**src/rtl/core/cooccurrence_edge_table_defines.svh**
```systemverilog
// Assertion macros for the co-occurrence edge table.
// No dependencies; the asserting modules need clk and rst in scope.
`ifndef COOCCURRENCE_EDGE_TABLE_DEFINES_SVH
`define COOCCURRENCE_EDGE_TABLE_DEFINES_SVH

// same-cycle implication, checked outside reset
`define CE_IMPLY(lbl, ante, cons) \
  lbl: assert property (@(posedge clk) disable iff (rst) (ante) |-> (cons)) \
    else $error("edge table check failed");

// next-cycle implication, checked outside reset
`define CE_NEXT(lbl, ante, cons) \
  lbl: assert property (@(posedge clk) disable iff (rst) (ante) |=> (cons)) \
    else $error("edge table sequencing check failed");

`endif

```
**src/rtl/core/ce_ram.sv**
```systemverilog
// Generic single-write, single-read RAM with registered read data.
// No dependencies.
module ce_ram #(
  parameter int WIDTH = 8,
  parameter int DEPTH = 16
) (
  input  logic                                    clk,
  input  logic                                    we,
  input  logic [(DEPTH > 1 ? $clog2(DEPTH) : 1)-1:0] waddr,
  input  logic [WIDTH-1:0]                        wdata,
  input  logic [(DEPTH > 1 ? $clog2(DEPTH) : 1)-1:0] raddr,
  output logic [WIDTH-1:0]                        rdata
);
  logic [WIDTH-1:0] mem [DEPTH];

  always_ff @(posedge clk) begin
    if (we) begin
      mem[waddr] <= wdata;
    end
    rdata <= mem[raddr];
  end
endmodule

```
**config.mk**
```make
export PLATFORM = sky130hd
export DESIGN_NAME = ce_ram
export DESIGN_NICKNAME = d
export VERILOG_FILES = /design/src/rtl/core/cooccurrence_edge_table_defines.svh /design/src/rtl/core/ce_ram.sv
export SDC_FILE = /design/constraint.sdc
export NUM_CORES = 1
export LEC_CHECK = 0
export BUFFER_PORTS_ARGS = -buffer_cell sky130_fd_sc_hd__buf_4
export CAP_MARGIN = 15
export CORE_ASPECT_RATIO = 0.5
export CORE_MARGIN = 10
export CORE_UTILIZATION = 56
export CTS_CLUSTER_SIZE = 30
export DETAILED_ROUTE_END_ITERATION = 8
export PLACE_DENSITY_LB_ADDON = 0.15
export RECOVER_POWER = 25
export REMOVE_ABC_BUFFERS = 1
export SKIP_LAST_GASP = 1
export SLEW_MARGIN = 20
export SYNTH_ARGS = -nofsm -noshare
export SYNTH_HDL_FRONTEND = slang
export SYNTH_SLANG_ARGS = --single-unit
```
**constraint.sdc**
```tcl
create_clock -name clk -period 5.3 [get_ports clk]
set_clock_uncertainty 0.15 [all_clocks]
set_input_delay 0.53 -clock clk [delete_from_list [all_inputs] [get_ports clk]]
set_output_delay 0.53 -clock clk [all_outputs]
set_load 0.05 [all_outputs]
```
# After elaboration in Yosys (flattened, before gate mapping)

Memory sizes are Yosys's and may differ from the RTL's. A register that Yosys moved wholly into a read port is not among the register bits.
Cells that the tools add are included.

Output and inout port bits: 8
Bits in registers: 0
RAM bits: 128
Memories: 1

Memory list:

| name | words | width | rd ports | clocked after memory_dff | write ports | RTL line     | RTL |
|---|---|---|---|---|---|---|---|
| mem  | 16    | 8     | 1        | 1                        | 1           | ce_ram.sv:14 | `logic [WIDTH-1:0] mem [DEPTH];` |

Muxes and demuxes: 2

Operators with widths:

| cell   | number |
|---|---|
| $mux 1 | 2 |

# Logic depth before layout (Yosys ltp)

Word-level depth: 2
Mapped depth: 5
Mapped depth without buffers: 3

# Least setup slack after synthesis

Ideal clock, no wire load.

Path kind: input-to-reg
From: input port waddr[2] (netlist name)
To: memory mem[0][0], enable pin
Library setup time: 383 ps
Data arrival time: 1,640 ps
Slack: 3,127 ps
Required time: 4,767 ps
Cell stages on the path: 2
Cells stage by stage: or3b_2 > nor3_1

RTL lines:

| what               | RTL line     | RTL |
|---|---|---|
| start: declaration | ce_ram.sv:9  | `input logic [(DEPTH > 1 ? $clog2(DEPTH) : 1)-1:0] waddr,` |
| end: declaration   | ce_ram.sv:14 |  |

Straight into the memory's write port.

==> reports/qor.yml <==
drtPass1Iterations: 5
yosysTopAreaCellShare_pct: 74.7
netlist_area_um2: 5150
fmax_mhz: 502
drtIter0Drc: 265
power_density_nw_per_um2: 399
antenna_found_initial: 0
wl_um: 9830
overflow: 0
worstSetupEndpointType: "register"
setup_viol: 0
synth_compound_area_share_pct: 2.33
tns_ns: 0
vias_per_cell: 6.19
clock_sinks: 136
critPathArrivalTime_ns: 2.12
routabilityCongestion: 0.761
cts_inserted_buffers: 17
cts_hold_buf: 0
ys_seq_elements: 136
drcViolationCount: 0
multiInputGateArea_um2: 1060
cts_max_path_buffers: 2
ys_seq_area_share_pct: 77.8
grt_pass1_vias: 2475
status: "completed"
yosysWarnings: 0
crit_required_ns: 5.43
leakage_nw: 1.96
vias: 2452
cts_root_buffer: "clkbuf_16"
synthSimpleGateAreaFrac_pct: 3.18
start_util_pct: 58.3
post-cts-setup-buffers: 0
worstPathCellList: "buf_4 > mux4_1 > a22oi_1 > nand2_1"
yosysTopAreaCell: "edfxtp_1"
seqCellArea_um2: 4000
fp.dieW_um: 156
synthAdderAreaFrac_pct: 0
hold_path.class: "in2reg"
max-slew-margin-rel_pct: 36.0
synth_area_leaders: "edfxtp_1 75%, mux4_2 7.9%, mux4_1 7.1%"
post_drt_wl_per_cell_um: 24.8
synth.area.mux_share_pct: 15.0
synth_enable_flop_cells: 128
slowest_stage: "mux4_1"
path_clk_slew_ns: 0.06
core_area_um2: 8830
rsz0062_at_grt: "false"
drive_gt1_share_pct: 24.4
cp-start-kind: "input pin"
synth_xor_area_share_pct: 0
clk-insertion-delay-late_ns: 0.41
rows: 24
synth_top_family_by_area: "multiplexers"
cap_violations: 0
hold_viol_final: 0
peakVddDrop_mv: 0.261
dp_hpwl_um: 6030
async_reset_ff_share_pct: 0
syn_avg_cell_area_um2: 22.5
synth_commonest_cells: "128 x edfxtp_1, 18 x mux4_2, 16 x a22oi_1"
portBuffers: 25
htree_levels: 4
n_antenna_cell: 0
yosysMostFrequentCell: "edfxtp_1"
ctsResizeCount: 0
period_share_pct: 37.6
grt_max_degree: 33
antenna_left: 0
grt_pass1_wl_um: 15000
final_core_util_pct: 66.9
slew_violations: 0
dieHeight_um: 87.8
ys_types: 19
syn2layout_area_growth_pct: 14.7
fp.dieArea_um2: 13700
ios: 26
yosys_most_used_dff: "edfxtp_1"
synth_cells: 229
layout.nets: 284
fillerInstances: 576
track_usage_pct: 15.4
cts_tree: "built"
cp_max_fo: 32
max_slew.worst_pin.slew_ns: 0.957
critical_path.max_stage_delay_ns: 0.64
layout_min_cycle_time_ns: 1.99
crit_type: "in2reg"
==> logic make-up (layout without fill, tap and decap cells) <==
family / Yosys count / after routing
buffers and inverters: 10 / 60
and+or+nand+nor: 35 / 35
AOI/OAI and AO/OA: 16 / 16
DFF: 136 / 136
muxes: 32 / 32
==> layout make-up <==
| cell class | instances | share of cell area [%] |
|---|---|---|
| sequential | 136 | 67.8 |
| multi-input combinational | 83 | 18.0 |
| clock buffer | 22 | 7.70 |
| timing repair buffer | 28 | 3.05 |
| tap | 117 | 2.48 |
| clock inverter | 10 | 0.933 |
==> registers in the layout, indices dropped and copies added, names as in the netlist <==
register,count
rdata,8
mem,128
==> placed cells by master, fill, tap and decap left out, types with 9 or more instances in the layout <==
cell	n
clkbuf_16	17
mux4_2	18
clkbuf_1	12
edfxtp_1	128
nand2_1	9
a22oi_1	16
buf_4	20
mux4_1	14
nor2_1	13
==> worst max-delay path, delay by kind of cell <==
kind,cells,cell delay [ns]
muxes,1,0.64
and+or+nand+nor,1,0.14
buffers and inverters,1,0.45
AOI/OAI and AO/OA,1,0.34
==> metrics by stage <==
stage / cells / area, µm² / power [mW] / setup slack (ns) / hold WS, ns
final: 396 / 5900 / 2.36 / 3.31 / 0.388
after global routing: 396 / 5900 / 2.43 / 3.26 / 0.381
after CTS: 396 / 5930 / 2.37 / 3.18 / 0.267
after detailed placement: 364 / 5420 / 1.37 / 2.76 / 0.523
after global placement: 364 / 5420 / 1.37 / 2.86 / 0.512
after floorplan: 219 / 5060 / 1.30 / 3.13 / 0.479
==> power by group <==
part / switching, mW / internal, mW / total [mW] / leakage (nW)
Combinational: 0.0876 / 0.0482 / 0.136 / 0.479
Sequential: 0.00679 / 1.20 / 1.21 / 1.22
Clock: 0.408 / 0.601 / 1.01 / 0.253
Total: 0.503 / 1.85 / 2.36 / 1.96
==> routing by layer <==
metal  vias to the layer above  wire length (µm)  track usage [%]
li1                       1051                 -                -
met1                      1272              4240             20.6
met2                       120              4510             21.4
met3                         9               949             7.00
met4                         0               120             6.76
met5                         -                 0                0
==> path summary, 6_finish.rpt <==
check,start,to,slack [ns],cells after the start
hold reg to reg,mem[10][3],rdata[3],0.53,3
setup / recovery,raddr[0],rdata[0],3.31,4
setup reg to reg,mem[0][0],rdata[0],3.65,3
hold / removal,waddr[0],mem[0][7],0.39,2
No activity file was read; power rests on OpenSTA's default activity.
