File: src/rtl/core/cooccurrence_edge_table_defines.svh
// Assertion macros for the co-occurrence edge table.
// No dependencies; the asserting modules need clk and rst in scope.
`ifndef COOCCURRENCE_EDGE_TABLE_DEFINES_SVH
`define COOCCURRENCE_EDGE_TABLE_DEFINES_SVH

// same-cycle implication, checked outside reset
`define CE_IMPLY(lbl, ante, cons) \
  lbl: assert property (@(posedge clk) disable iff (rst) (ante) |-> (cons)) \
    else $error("edge table check failed");

// next-cycle implication, checked outside reset
`define CE_NEXT(lbl, ante, cons) \
  lbl: assert property (@(posedge clk) disable iff (rst) (ante) |=> (cons)) \
    else $error("edge table sequencing check failed");

`endif

File: src/rtl/core/ce_pkg.sv
// Shared types and constants for the co-occurrence edge table.
// No dependencies.
package ce_pkg;

  localparam int HIT_DEPTH_DEF  = 256;
  localparam int EDGE_DEPTH_DEF = 2048;
  localparam int ID_BITS_DEF    = 16;
  localparam int KIND_BITS      = 4;
  localparam int WEIGHT_BITS    = 16;
  localparam logic [WEIGHT_BITS-1:0] WEIGHT_MAX = 16'hFFFF;

  localparam logic [1:0] ACT_APPEND = 2'd0;
  localparam logic [1:0] ACT_BUILD  = 2'd1;
  localparam logic [1:0] ACT_READ   = 2'd2;

  localparam logic [1:0] ST_OK    = 2'd0;
  localparam logic [1:0] ST_FULL  = 2'd1;
  localparam logic [1:0] ST_RANGE = 2'd2;

  typedef enum logic [3:0] {
    S_IDLE, S_RDATA, S_RDI, S_LATI, S_RDJ, S_LATJ, S_SADDR, S_SCMP, S_APPEND, S_NEXT
  } seq_state_t;

endpackage

File: src/rtl/core/ce_match.sv
// Shared pair compare and saturating weight increment.
// Depends on ce_pkg.
module ce_match #(
  parameter int ID_BITS = ce_pkg::ID_BITS_DEF
) (
  input  logic [ID_BITS-1:0]             x,
  input  logic [ID_BITS-1:0]             y,
  input  logic [ID_BITS-1:0]             a_id,
  input  logic [ID_BITS-1:0]             b_id,
  input  logic [ce_pkg::WEIGHT_BITS-1:0] count,
  output logic                           hit,
  output logic [ce_pkg::WEIGHT_BITS-1:0] count_inc
);
  import ce_pkg::*;

  // either direction matches, classes ignored
  assign hit = ((a_id == x) && (b_id == y)) || ((a_id == y) && (b_id == x));
  assign count_inc = (count == WEIGHT_MAX) ? count : count + 1'b1;
endmodule

File: config.mk
export PLATFORM = sky130hd
export DESIGN_NAME = ce_match
export DESIGN_NICKNAME = d
export VERILOG_FILES = /design/src/rtl/core/cooccurrence_edge_table_defines.svh /design/src/rtl/core/ce_pkg.sv /design/src/rtl/core/ce_match.sv
export SDC_FILE = /design/constraint.sdc
export NUM_CORES = 1
export LEC_CHECK = 0
export BUFFER_PORTS_ARGS = -buffer_cell sky130_fd_sc_hd__buf_2
export CORE_UTILIZATION = 40
export DETAILED_ROUTE_END_ITERATION = 7
export MAX_ROUTING_LAYER = met4
export PLACE_DENSITY_LB_ADDON = 0.05
export RECOVER_POWER = 25
export SYNTH_ARGS = -nofsm -noshare
export SYNTH_HDL_FRONTEND = slang
export SYNTH_SLANG_ARGS = --single-unit
File: constraint.sdc
create_clock -name vclk -period 2.5
set_input_delay 0.5 -clock vclk [all_inputs]
set_output_delay 0.5 -clock vclk [all_outputs]
set_load 0.05 [all_outputs]
Word level (Yosys, flattened, before mapping):

Index checks and enable logic that the tools add are counted.

* add/subtract/negate cells: 1
* shift operators: 0
* eq/ne operators: 5
* bitwise gates (word level): 0
* multiplexer cells: 1
* reductions and logical operators: 3
* multipliers: 0
* divide/modulo/power cells: 0
* $lt $le $gt $ge: 0

Operators by type and width (count)
* equality test 16 bit: 4
* adder 16 x 1 -> 16 bit (second input constant): 1
* equality test 16 bit (second input constant): 1
* two-way mux 16 bit: 1
* logical AND 1 bit: 2
* logical OR 1 bit: 1

* bits of input ports: 80
* memories: 0
* bits in latches: 0
* memory bits (writable): 0
* bits in registers: 0
* word-level logic and storage cells: 10
* bits in read-only memories: 0

Longest topological paths before layout:

* word-level depth: 3
* mapped depth: 6
* depth with buffers taken out: 5

Least setup slack after synthesis:

OpenSTA, ideal clock, no wires.

* kind: in2out
* from: in count[0] (netlist bit)
* to: out count_inc[10] (netlist bit)
* arrival time: 2.253 ns
* setup slack: -0.253 ns
* required time: 2.000 ns
* stages: 5
* cells stage by stage: ha_1 nand3_1 nor4_4 a2111oi_0 xor2_1

* longest elaborated chain between the ends: 2
* elaborated cells between the ends (all ways): 3
* classes of those cells: add/sub: 1; eq/ne: 1; mux: 1

Ends and longest elaborated chain
* from (decl): line ce_match.sv:10 `input logic [ce_pkg::WEIGHT_BITS-1:0] count,`
* adder 16 x 1 -> 16 bit or equality test 16 bit (tied branches): line ce_match.sv:18 `assign count_inc = (count == WEIGHT_MAX) ? count : count + 1'b1;`
* two-way mux 16 bit *: line ce_match.sv:18
* to (decl): line ce_match.sv:12 `output logic [ce_pkg::WEIGHT_BITS-1:0] count_inc`

Every way passes the cells marked *; elsewhere a longest branch is shown, timed or not.

Final worst setup path:

* from: in count[6] (netlist bit)
* to: out count_inc[1] (netlist bit)

* longest elaborated chain between the ends: 2

Ends and longest elaborated chain (line)
* equality test 16 bit: ce_match.sv:18
* two-way mux 16 bit: ce_match.sv:18

No other way between the ends.

==> results.json <==
{
  "max_stage_delay_ns": 0.38,
  "seq_cell_count": 0,
  "drtIter0Drc": 31,
  "fin_ws_ns": 0.0610,
  "post_synth_xor_area_fraction_pct": 58.5,
  "cp_slowest_cell": "nor4_4",
  "pre_cts_slack_ns": -0.133,
  "synth.yosys.seq_area_share_pct": 0,
  "max_rail_drop_vdd_v": 0.000161,
  "timing_max_transition_violations_final": 0,
  "switching_power_mw": 0.193,
  "cp-end-kind": "primary output",
  "fin_crit_sh_pct": 97.6,
  "power_switching_share_pct": 59.2,
  "initial_utilization_pct": 43.6,
  "grt_pass1_vias": 1259,
  "result_of_the_run": "finished, final reports clean",
  "finalSetupViolations": 0,
  "die-area_mm2": 0.00299,
  "timing.hold.ws_ns": 1.32,
  "fin_total_pwr_mw": 0.326,
  "cp_data_arrival_time_ns": 1.94,
  "critical_path.startpoint_type": "input port",
  "dominant_combinational_cell_family_by_area_after_synthesis": "XOR/XNOR gates",
  "area.growth.synth_to_final_pct": 66.6,
  "finalSetupTns_ns": 0,
  "synth-adder-area-share_pct": 1.13,
  "global_route.overflow_total": 0,
  "drt-pass1-iter-count": 4,
  "post_route_cells_drive_above_1_share_pct": 52.8,
  "multi_input_comb_area_mm2": 0.00120,
  "clockBufferCount": 0,
  "syn-cell-area_mm2": 0.00111,
  "floorplan.rows": 18,
  "holdBufCountCts": 0,
  "grt_setup_unrepaired": "true",
  "timing.max_slew.rel_slack_pct": 77.8,
  "all_layer_global_routing_usage_pct": 23.6,
  "grt_start_max_net_pins": 15,
  "post-dp-hpwl_um": 3150,
  "synth_compound_gate_area_share_pct": 9.26,
  "simple_gate_share_of_the_synthesized_area_pct": 26.4,
  "post_synth_inst_count": 144,
  "routed_wl_um": 3600,
  "power_per_cell_area_mw_per_mm2": 177,
  "comb_power_share_pct": 100.0,
  "power.share.clock_pct": 0,
  "die_height_um": 54.6,
  "antenna_found_initial": 0,
  "timing.max_cap.violations": 0,
  "timing.critical_path.cells": "buf_2, nand4_4, nor4_4, buf_4, nand2_4, mux2_4, buf_6",
  "synthesis.yosys.warnings": 0,
  "crit_required_ns": 2.00,
  "synth_nets": 225,
  "fill_cells": 225,
  "ios": 97,
  "drc": 0,
  "post-route-cell-area_mm2": 0.00185,
  "nNetsFinal": 335,
  "p_leak_nw": 0.900,
  "max_clock_freq_mhz": 410,
  "dpl-instance-area_mm2": 0.00177,
  "n_antenna_cell": 0,
  "synth_cell_types": 25,
  "path_max_fanout": 5,
  "antenna_violating_nets_post_route": 0,
  "setup.worst_path.class": "input port to primary output",
  "port_buffers": 97,
  "worst_hold_path_type": "input port to primary output",
  "seq_power_share_pct": 0,
  "layout_commonest_cell": "buf_2",
  "most-common-layout-cells": "buf_2 (89), xor2_1 (65), nor4_1 (17)",
  "hold_viol": 0,
  "dr_total_vias": 1448,
  "finalWorstPathRequiredPeriod_ns": 2.44,
  "first_pass_grt_wire_length_um": 5150,
  "dieWidth_um": 54.6,
  "detail_route.vias_per_cell": 5.13,
  "tightest_slew_ns": 0.330,
  "wire_per_inst_um": 12.8,
  "p_int_mw": 0.133,
  "synth.area.mux_share_pct": 2.37,
  "ff_latch_area_um2": 0,
  "gp_congestion": 0.804,
  "avgSynthCellArea_um2": 7.70,
  "fp.coreArea_mm2": 0.00254
}
cell families (layout without fill, tap and decap cells):
logic type	Yosys count	after routing
AO/OA/AOI/OAI	15	15
AND/OR/NAND/NOR	47	47
XOR/XNOR	74	74
buffers and inverters	5	113
adder cells (fa/ha/maj)	1	1
multiplexers	2	2
per-layer routing:
layer  GRT usage [%]  up-vias  wire length (µm)
met2            37.6       69              1730
met5               -        -                 0
met1            31.7      644              1570
met3            3.06        4               263
met4            3.85        0                31
li1                -      731                 -
final timing paths:
check / slack [ns] / to / depth (start not counted) / startpoint
min: 1.32 / count_inc[10] / 3 / count[10]
max: 0.06 / count_inc[1] / 7 / count[6]
critical path: cells and delay by family:
family / cells / cell delay [ns]
buffers and inverters: 3 / 0.51
AND/OR/NAND/NOR: 3 / 0.60
multiplexers: 1 / 0.32
cells in the mapped netlist (all sizes together) (2+ instances only):
| master | instances | area share, % |
|---|---|---|
| xnor2 | 2 | 1.6 |
| nand4 | 7 | 5.3 |
| a2111oi | 2 | 1.6 |
| a21oi | 5 | 2.3 |
| mux2 | 2 | 2.4 |
| inv | 3 | 1.0 |
| nor4 | 19 | 12 |
| nor2 | 4 | 1.4 |
| xor2 | 72 | 57 |
| nor3 | 3 | 1.4 |
| nand2 | 7 | 3.0 |
| a21boi | 2 | 1.4 |
| a211oi | 3 | 2.0 |
| nand3 | 6 | 2.7 |
final cells by class:
type / instances / share of cell area (%)
timing repair buffer: 110 / 32.6
tap: 30 / 2.03
multi-input combinational: 139 / 64.8
inverter: 3 / 0.610
power by group through the flow:
stage               sequential, mW  combinational (mW)  clock (mW)
CTS                              0               0.320           0
floorplan                        0               0.167           0
global placement                 0               0.307           0
finish                           0               0.326           0
detailed placement               0               0.314           0
global route                     0               0.351           0
stage by stage:
stage	std cells	util (%)
after floorplan	144	-
after global placement	281	69.7
after detailed placement	281	69.7
after CTS	281	70.9
after global routing	282	72.6
final	282	72.6
repair_timing:
item,in CTS,in global routing
pin swaps,1,1
setup endpoints to repair,6,13
setup buffers,0,1
gates resized for setup,8,13
Power figures use the tool's default switching activity.
